[src/hdl/trvl_pkg.sv]
package trvl_pkg;

    localparam int COORD_W    = 40;
    localparam int EXP_W      = 6;
    localparam int DEPTH_W    = 6;
    localparam int ROOT_W     = 6;
    localparam int PATH_W     = 116;
    localparam int FAULT_W    = 2;
    localparam int ROOT_COUNT = 12;
    localparam int LEN_W      = 18;

    localparam logic [FAULT_W-1:0] FAULT_OK    = 2'd0;
    localparam logic [FAULT_W-1:0] FAULT_ROOT  = 2'd1;
    localparam logic [FAULT_W-1:0] FAULT_DEPTH = 2'd2;

    typedef logic [COORD_W-1:0] t_coord;

    typedef struct packed {
        t_coord x;
        t_coord y;
        t_coord z;
    } t_pt;

    typedef struct packed {
        logic [3:0]         root;
        logic [DEPTH_W-1:0] depth;
        logic [PATH_W-1:0]  path;
        logic [FAULT_W-1:0] fault;
    } t_job;

    localparam logic [3:0] ROOT_CORNERS [ROOT_COUNT][4] = '{
        '{4'd0, 4'd2, 4'd3, 4'd8}, '{4'd0, 4'd3, 4'd1, 4'd8},
        '{4'd4, 4'd5, 4'd7, 4'd8}, '{4'd4, 4'd7, 4'd6, 4'd8},
        '{4'd0, 4'd1, 4'd5, 4'd8}, '{4'd0, 4'd5, 4'd4, 4'd8},
        '{4'd2, 4'd6, 4'd7, 4'd8}, '{4'd2, 4'd7, 4'd3, 4'd8},
        '{4'd0, 4'd4, 4'd6, 4'd8}, '{4'd0, 4'd6, 4'd2, 4'd8},
        '{4'd1, 4'd3, 4'd7, 4'd8}, '{4'd1, 4'd7, 4'd5, 4'd8}
    };

    localparam logic [1:0] LATTICE [9][3] = '{
        '{2'd0, 2'd0, 2'd0}, '{2'd2, 2'd0, 2'd0}, '{2'd0, 2'd2, 2'd0},
        '{2'd2, 2'd2, 2'd0}, '{2'd0, 2'd0, 2'd2}, '{2'd2, 2'd0, 2'd2},
        '{2'd0, 2'd2, 2'd2}, '{2'd2, 2'd2, 2'd2}, '{2'd1, 2'd1, 2'd1}
    };

    localparam logic [2:0] DIAG_PAIRS [3][2] = '{
        '{3'd0, 3'd5}, '{3'd1, 3'd4}, '{3'd2, 3'd3}
    };

    localparam logic [2:0] RINGS [3][4] = '{
        '{3'd1, 3'd2, 3'd4, 3'd3}, '{3'd0, 3'd2, 3'd5, 3'd3}, '{3'd0, 3'd1, 3'd5, 3'd4}
    };

    function automatic t_pt root_point(input logic [3:0] root, input logic [1:0] c);
        t_pt        p;
        logic [3:0] v;
        v   = ROOT_CORNERS[root][c];
        p.x = t_coord'(LATTICE[v][0]);
        p.y = t_coord'(LATTICE[v][1]);
        p.z = t_coord'(LATTICE[v][2]);
        return p;
    endfunction

endpackage

[src/hdl/trvl_front.sv]
module trvl_front #(
    parameter int MAX_DEPTH = 38
) (
    input  logic                          i_clk,
    input  logic                          i_rst_n,
    input  logic                          i_valid,
    output logic                          o_ready,
    input  logic [trvl_pkg::ROOT_W-1:0]   i_root,
    input  logic [trvl_pkg::DEPTH_W-1:0]  i_depth,
    input  logic [trvl_pkg::PATH_W-1:0]   i_path,
    output trvl_pkg::t_job                o_job,
    output logic                          o_job_valid,
    input  logic                          i_job_pop
);

    trvl_pkg::t_job r_q [2];
    trvl_pkg::t_job w_job;
    logic           r_wp;
    logic           r_rp;
    logic [1:0]     r_cnt;
    logic           w_push;

    // classify: bad root first, then depth
    always_comb begin
        w_job.root  = i_root[3:0];
        w_job.depth = i_depth;
        w_job.path  = i_path;
        if (i_root >= trvl_pkg::ROOT_W'(trvl_pkg::ROOT_COUNT)) begin
            w_job.fault = trvl_pkg::FAULT_ROOT;
        end else if (i_depth > trvl_pkg::DEPTH_W'(MAX_DEPTH)) begin
            w_job.fault = trvl_pkg::FAULT_DEPTH;
        end else begin
            w_job.fault = trvl_pkg::FAULT_OK;
        end
    end

    assign o_ready     = (r_cnt != 2'd2);
    assign w_push      = i_valid && o_ready;
    assign o_job_valid = (r_cnt != 2'd0);
    assign o_job       = r_q[r_rp];

    always_ff @(posedge i_clk) begin
        if (!i_rst_n) begin
            r_wp  <= 1'b0;
            r_rp  <= 1'b0;
            r_cnt <= 2'd0;
        end else begin
            if (w_push) begin
                r_wp <= ~r_wp;
            end
            if (i_job_pop) begin
                r_rp <= ~r_rp;
            end
            r_cnt <= r_cnt + {1'b0, w_push} - {1'b0, i_job_pop};
        end
    end

    always_ff @(posedge i_clk) begin
        if (w_push) begin
            r_q[r_wp] <= w_job;
        end
    end

endmodule

[config.mk]
export PLATFORM = sky130hd
export DESIGN_NAME = trvl_front
export DESIGN_NICKNAME = d
export VERILOG_FILES = /design/src/hdl/trvl_pkg.sv /design/src/hdl/trvl_front.sv
export SDC_FILE = /design/constraint.sdc
export NUM_CORES = 1
export LEC_CHECK = 0
export ABC_AREA = 1
export BUFFER_PORTS_ARGS = -buffer_cell sky130_fd_sc_hd__buf_4
export CORE_MARGIN = 3
export CORE_UTILIZATION = 39
export DETAILED_ROUTE_END_ITERATION = 7
export PLACE_DENSITY_LB_ADDON = 0.1
export SLEW_MARGIN = 20
export SYNTH_ARGS = -nofsm -noshare
export SYNTH_HDL_FRONTEND = slang
export SYNTH_SLANG_ARGS = --single-unit
[constraint.sdc]
create_clock -name i_clk -period 14.7 [get_ports i_clk]
set_clock_uncertainty 0.05 [all_clocks]
set_input_delay 2.94 -clock i_clk [delete_from_list [all_inputs] [get_ports i_clk]]
set_output_delay 2.94 -clock i_clk [all_outputs]
set_load 0.01 [all_outputs]
==> metrics.txt, run 1 <==
first-pass GRT wire length=28700 µm; Worst Hold Margin=464 ps; Final WS setup=8800 ps; cts hold-fix bufs=0; CP top delay family=buffers and inverters; wire per inst=18.3 µm; largest net degree at the start of global routing=71; syn nets=570; Hold Fails Final Rpt=0; unrepaired setup endpoints after global routing=no; Worst-path clk slew=approximately 60 ps; die boundary width=163 µm; Post-DRT Antenna Nets=0; cts repair resizes=0; Final period util=0.401; Hold Crit Class=reg -> reg; slowest cell delay on critical path=870 ps; commonest non-fill, non-tap cells in the layout=buf_4, edfxtp_1, mux2_2; CTS Buf Count=27; drt first pass iters=4; leakage power=4.67 nW; WL final=a little under 20000 µm; VDD IR max=0.0000792 V; Rows=56; Synth cell types=13; Global Route Usage Sum=0.139; Crit Path Max Fanout=between 60 and 70; status=completed; die area=26400 µm²; Netlist Area Pre-Place=9560 µm²; syn_area_per_cell=21.9 µm²; Rel. slew slack=0.318; Peak Freq=169 MHz; fin util=0.530; Cells after Synth=437; Post-CTS Setup Inserts=0; TritonCTS clock tree=built; Design Area, Final=about 13000 µm²; DR vias=4885; core area=23800 µm²; post-route minimum period=5900 ps; initial antenna violation count=1; R2R depth=6; H-tree depth=1; # setup viols final=0; Yosys warning count=0; drc violations=0; P per Cell Area=between 100 and 150 nW/µm²; crit path cell chain=buf_4, mux2_2, buf_4; initial DRC count=between 200 and 300; most common cell after layout, fill and taps aside=buf_4; Final #Nets=851; Yosys reg bits=261; Post-DP Area=approximately 12000 µm²; hold path depth=2; Worst Path Arrival=2910 ps; WP depth=3; Setup crit start kind=flop; Seq/Total Area, Yosys=0.814; clock tree root driver cell=clkbuf_16; Bufs and invs on worst path=2; crit path capture type=output port; Die Y=163 µm; via/cell ratio=4.63; initial core utilization=0.403; RePlAce Congestion=0.716; Critical Path RT=11710 ps; Post-DP HPWL=between 10000 and 15000 µm; CTS sink cnt=261; Crit path top cell by count=buf_4; Layout area overhead=31.6%; Slew @ Worst Pin=1020 ps; Max Root-Sink Buffers=3; total I/O pin count=262; layout cells sized above 1=0.583; Port-buffer cells=261; ANT cells=0; vias in the first global route=5276; Clk Latency, worst-skew pair=510 ps; maxcap violations=0; Slowest cell on crit path=dfxtp_4; GRT overflow=0; TNS Setup=0 ps; Max Slew Vio Count=0; WS Path Type=reg -> out; Setup Slack @ Placement=slightly below 9000 ps
## power by group
part / total [mW] / switching, mW / internal, mW / leakage (nW)
sequential: 0.909 / 0.0190 / 0.890 / 2.43
clock: 0.609 / 0.255 / 0.354 / 0.386
combinational: 0.244 / 0.118 / 0.127 / 1.85
## cell usage after synthesis
cell	instances	area share
edfxtp_1	256	0.80
mux2_2	128	0.15
nand2_1	11	0.0043
clkbuf_8	8	0.012
inv_1	7	0.0027
buf_6	6	0.0071
nor2_1	6	0.0024
dfxtp_1	5	0.010
a21oi_1	3	0.0016
nand3_1	3	0.0016
xnor2_1	2	0.0018
ha_1	1	0.0013
nor3_1	1	0.00052
## layout make-up
class,instances,area [µm²]
clock inverter,11,73.8
multi-input combinational,155,1590
fill,1934,11200
clock buffer,37,713
timing repair buffer,266,2000
sequential,261,7790
inverter,7,26.3
tap,319,399
## per-stage QoR
stage	instances	power (mW)
floorplan	437	1.06
global placement	1008	1.17
detailed placement	1008	1.18
CTS	1056	1.79
global route	1056	1.84
finish	1056	1.76
## tightest hold or removal path, cell delays in order, from the launching register on
cell	delay (ps)
dfxtp_1	320
xnor2_1	80
nor2_1	80
## final timing paths
check | startpoint | to | slack [ps]
max | flop | o_job[84] | 8800
min | r_rp | flop | 460
max reg2reg | r_cnt[0] | r_q[1][9] | 11350
min reg2reg | r_rp | flop | 460
## cell families (layout without fill, tap and decap cells)
kind of cell | count (synthesis) | in the layout | share of synthesized area
and+or+nand+nor | 21 | 21 | 0.00877
adders and majority gates | 1 | 1 | 0.00131
muxes | 128 | 128 | 0.151
DFF | 261 | 261 | 0.814
buffers and inverters | 21 | 321 | 0.0213
xor gates and xnor gates | 2 | 2 | 0.00183
AOI/OAI and AO/OA | 3 | 3 | 0.00157
## state kept, by name, summed over array words and instances (netlist names), named ones only
register and flops:
r_q 256, r_rp 1, r_wp 1, r_cnt 2
## per-layer routing
metal | part of all wire | vias to the layer above | track usage | wire length [µm]
met2 | 0.51 | 167 | 0.240 | 9810
met3 | 0.083 | 36 | 0.0465 | 1610
met4 | 0.027 | 2 | 0.0400 | 522
li1 | - | 2283 | - | -
met5 | 0.0010 | - | 0 | 20
met1 | 0.38 | 2397 | 0.167 | 7400
No activity file was read; power rests on OpenSTA's default activity.
==> run 2: changes to the inputs <==
- clock period: 14.7 -> 4.9 ns (I/O delays scaled with it)
==> run 2 against run 1 <==
  * Critical path type unchanged
  * Sequential power grew to 3.0 times the previous value
  * Final cell count rose by 0.28%
  * Register-to-register slack lost 8800 ps
  * Worst setup slack got worse by 7300 ps
  * Utilization is 0.36 points higher
==> metrics.txt, run 2 (synthesis results as in run 1) <==
status=completed; WL met1=7920 µm (+7.0%); crit path capture type=output port; Design Area, Final=12700 µm² (+0.69%); post-route minimum period=roughly 3400 ps; vias in the first global route=5151 (-2.4%); initial DRC count=258 (-8.8%); leakage power=4.71 nW (+1.0%); initial antenna violation count=2 (+1); RePlAce Congestion=0.703 (-1.9%); Cells after DPL=1011 (+0.30%); most flop-heavy register=r_q; WS Path Type=reg -> out; largest net degree at the start of global routing=83 (+17%); via/cell ratio=4.61 (-0.24%); wire per inst=18.3 µm (-0.40%); Met2 Routed Length=9230 µm (-5.9%); Crit Path Max Fanout=52 (-24%); Global Route Usage Sum=0.140 (+0.00141); clock tree root driver cell=clkbuf_16; largest registers=r_q x256, r_cnt x2; Final Power=5.37 mW (+200%); Worst Hold Margin=459 ps (-5.17 ps); commonest non-fill, non-tap cells in the layout=buf_4, edfxtp_1, mux2_2; Post-DRT Antenna Nets=0 (unchanged); drc violations=0 (unchanged); Hold Fails Final Rpt=0 (unchanged); WL met3=1680 µm (+4.5%); CP top delay family=flip-flops; max FFs per register=256 (unchanged); worst hold path startpoint=r_rp; Crit path top cell by count=buf_4; Clk Latency, worst-skew pair=520 ps (about the same); Port-buffer cells=261 (unchanged); DR vias=4887 (+0.041%); register-to-register setup slack=2540 ps (-8810 ps); # setup viols final=0 (unchanged); cts repair resizes=0 (unchanged); Post-DP Area=11800 µm² (+0.30%); P per Cell Area=424 nW/µm² (+200%); Worst-path clk slew=60 ps (about the same); Setup crit start kind=flop; TNS Setup=0 ps (unchanged); R2R depth=5 (-1); Max Root-Sink Buffers=3 (unchanged); total I/O pin count=262 (unchanged); first-pass GRT wire length=29000 µm (+0.77%); Max Used Layer=met5; TritonCTS clock tree=built; slowest cell delay on critical path=830 ps (-40 ps); Post-CTS Setup Inserts=0 (unchanged); Post-DP HPWL=13000 µm (+1.7%); die area=26400 µm² (unchanged); Hold Crit Class=reg -> reg; die boundary width=163 µm (unchanged); VDD IR max=0.000302 V (+280%); fin cells=1059 (+0.28%); Rows=56 (unchanged); Slowest cell on crit path=dfxtp_4; maxcap violations=0 (unchanged); ANT cells=0 (unchanged); WL final=19300 µm (-0.11%); Bufs and invs on worst path=2 (unchanged); cts hold-fix bufs=0 (unchanged); layout cells sized above 1=0.589 (+0.00574); Worst Path Arrival=2400 ps (-510 ps); initial core utilization=0.403 (unchanged); reg2reg end=r_q[1][70]; unrepaired setup endpoints after global routing=no; Critical Path RT=3870 ps (-7840 ps); Peak Freq=291 MHz; Final #Nets=855 (+0.47%); Die Y=163 µm (unchanged); worst r2r src=r_cnt[0]; crit path cell chain=buf_4, mux2_2, buf_4; CTS sink cnt=261 (unchanged); H-tree depth=1 (unchanged); GRT overflow=0 (unchanged); Layout area overhead=32.5%; CTS Buf Count=28 (+3.7%); Rel. slew slack=0.490 (+0.172); hold path depth=2 (unchanged); most common cell after layout, fill and taps aside=buf_4; Final period util=0.701; drt first pass iters=4 (unchanged); Max Slew Vio Count=0 (unchanged); Slew @ Worst Pin=765 ps (-256 ps); core area=23800 µm² (unchanged)
run 2: changes by cell type in the layout (fill, tap and decap cells not counted), sizes merged:
| cell | before | now |
|---|---|---|
| clkinv | 10 | 13 |
| buf | 266 | 269 |
| clkbuf | 37 | 32 |
| inv | 7 | 9 |
run 2: worst max path at each step:
stage	startpoint	endpoint	slack, ps	cells past startpoint
2_1_floorplan	i_valid	r_q[1][0]	-70	2
3_3_place_gp	flop	o_job[48]	1970	3
3_5_place_dp	i_valid	r_q[1][101]	1950	4
4_1_cts	flop	o_job[116]	1390	3
5_1_grt	flop	o_job[6]	1290	3
6_report	flop	o_job[57]	1470	3
run 2: worst min-delay path: cells and delay by family, from the launching register on:
kind | cells | cell delay (ps)
flip-flops | 1 | 320
AND/OR/NAND/NOR | 1 | 70
XOR/XNOR | 1 | 80
run 2: cell type report:
class	instances	area, µm²
fill	1894	11100
tap	319	399
timing repair buffer	269	2030
sequential	261	7790
clock buffer	32	737
multi-input combinational	155	1590
inverter	7	26.3
clock inverter	16	101
run 2: stage by stage:
stage          utilization  setup slack (ps)
2_1_floorplan            -             -69.8
3_3_place_gp         0.498              1970
3_5_place_dp         0.498              1950
4_1_cts              0.534              1390
5_1_grt              0.534              1290
6_report             0.534              1470
run 2: layer usage:
metal,vias to the layer above,GRT usage
met4,4,0.0388
li1,2293,-
met2,184,0.231
met1,2367,0.178
met5,-,0
met3,39,0.0493
run 2: power breakdown:
part           switching (mW)  total [mW]  internal (mW)  leakage, nW
logic                   0.352       0.738          0.385         1.87
registers              0.0589        2.73           2.67         2.43
clock network           0.783        1.90           1.12        0.414
total                    1.19        5.37           4.17         4.71
==> run 3: changes to the inputs <==
- clock period: 4.9 -> 3.2 ns (I/O delays scaled with it)
==> run 3 against run 2 <==
  * Clock-buffer cell count grew 3
  * Sequential share of layout area fell by 0.28 points
  * Clock power increased by 52%
  * Cell area is 0.46% higher
  * Routed wire length down 0.38%
  * Global-route usage about the same
  * Critical path depth unchanged
  * Non-clock buffer count rose by 1
  * Worst hold slack worse by 210 ps
  * First-iteration DRC count rose by 0.78%
  * Combinational power rose by 59%
==> metrics.txt, run 3 (synthesis results as in run 1) <==
largest net degree at the start of global routing=71 (-14%); core area=23800 µm² (unchanged); die boundary width=163 µm (unchanged); Design Area, Final=12700 µm² (+0.46%); Rel. slew slack=0.657 (+0.167); via/cell ratio=4.59 (-0.62%); most flop-heavy register=r_q; CTS sink cnt=261 (unchanged); Final WS setup=412 ps (-1050 ps); status=completed; Peak Freq=359 MHz; Die Y=163 µm (unchanged); initial DRC count=260 (+0.78%); total I/O pin count=262 (unchanged); Final #Nets=855 (unchanged); die area=26400 µm² (unchanged); Rows=56 (unchanged); most common cell after layout, fill and taps aside=buf_4; TritonCTS clock tree=built; Post-DRT Antenna Nets=0 (unchanged); # setup viols final=0 (unchanged); Final period util=0.871; largest registers=r_q x256, r_cnt x2; Cells after DPL=1012 (+0.099%); max FFs per register=256 (unchanged); leakage power=4.73 nW (+0.38%); filler cell count=1923 (+1.5%); layout cells sized above 1=0.593 (+0.00380); fin util=0.536 (+0.00248); Hold Fails Final Rpt=0 (unchanged); drc violations=0 (unchanged); ANT cells=0 (unchanged); post-route minimum period=~2800 ps; WS Path Type=reg -> out; H-tree depth=1 (unchanged); Worst-path clk slew=60 ps (about the same); Global Route Usage Sum=0.141 (+0.000212); P per Cell Area=645 nW/µm² (+52%); Setup crit start kind=flop; commonest non-fill, non-tap cells in the layout=buf_4, edfxtp_1, mux2_2; Clk Latency, worst-skew pair=520 ps (about the same); Max Root-Sink Buffers=3 (unchanged); fin cells=1061 (+0.19%); Worst Hold Margin=254 ps (-205 ps); Setup Slack @ Placement=921 ps (-1030 ps); Hold Crit Class=in -> reg; Critical Path RT=2510 ps (-1360 ps); Port-buffer cells=261 (unchanged); Max Slew Vio Count=0 (unchanged); first-pass GRT wire length=29100 µm (+0.38%); cts hold-fix bufs=0 (unchanged); DR vias=4866 (-0.43%); Layout area overhead=33.1%; Post-CTS Setup Inserts=0 (unchanged); drt first pass iters=4 (unchanged); crit path capture type=output port; initial antenna violation count=1 (-1); maxcap violations=0 (unchanged); VDD IR max=0.000433 V (+43%); CTS Buf Count=27 (-3.6%); Slew @ Worst Pin=515 ps (-250 ps); Post-DP HPWL=12900 µm (-0.53%); vias in the first global route=5347 (+3.8%); GRT overflow=0 (unchanged); initial core utilization=0.403 (unchanged); WL final=19300 µm (-0.38%); unrepaired setup endpoints after global routing=no; clock tree root driver cell=clkbuf_16; wire per inst=18.2 µm (-0.57%); Post-DP Area=11900 µm² (+0.59%); Crit Path Max Fanout=33 (-37%); Worst Path Arrival=2100 ps (-300 ps); cts repair resizes=0 (unchanged); RePlAce Congestion=0.757 (+7.7%)
==> run 3: final cells by class <==
type,instances,area (µm²),share of cell area
tap,319,399,0.0314
inverter,7,26.3,0.00206
multi-input combinational,155,1590,0.125
clock buffer,35,736,0.0578
timing repair buffer,270,2100,0.165
sequential,261,7790,0.612
clock inverter,14,91.3,0.00717
==> run 3: critical path, stage by stage, from the launching register on <==
cell	delay (ps)
dfxtp_4	680
buf_4	360
mux2_2	370
buf_4	140
==> run 3: metal layers <==
layer / vias to the layer above / GRT usage / routed length, µm
met2: 177 / 0.239 / 9550
met5: - / 0 / 20
li1: 2283 / - / -
met4: 2 / 0.0346 / 380
met1: 2378 / 0.169 / 7340
met3: 26 / 0.0560 / 1970
==> run 3: final timing paths <==
check / cells past startpoint / slack [ps] / start / to
worst max-delay path: 3 / 410 / flop / o_job[38]
worst max register to register: 5 / 1460 / r_cnt[0] / r_q[1][35]
worst min-delay path: 1 / 250 / i_path[81] / r_q[0][83]
worst min register to register: 2 / 460 / r_rp / flop
==> run 3: metrics by stage <==
| stage | power (mW) | TNS, ps |
|---|---|---|
| floorplan | 4.82 | -364800 |
| global placement | 5.40 | 0 |
| detailed placement | 5.43 | 0 |
| CTS | 8.33 | 0 |
| global route | 8.58 | 0 |
| finish | 8.22 | 0 |
==> run 3: power breakdown <==
| part | total [mW] | internal, mW | leakage (nW) | switching (mW) |
|---|---|---|---|---|
| Clock | 2.88 | 1.69 | 0.410 | 1.19 |
| Sequential | 4.17 | 4.09 | 2.43 | 0.0800 |
| Combinational | 1.17 | 0.610 | 1.89 | 0.556 |
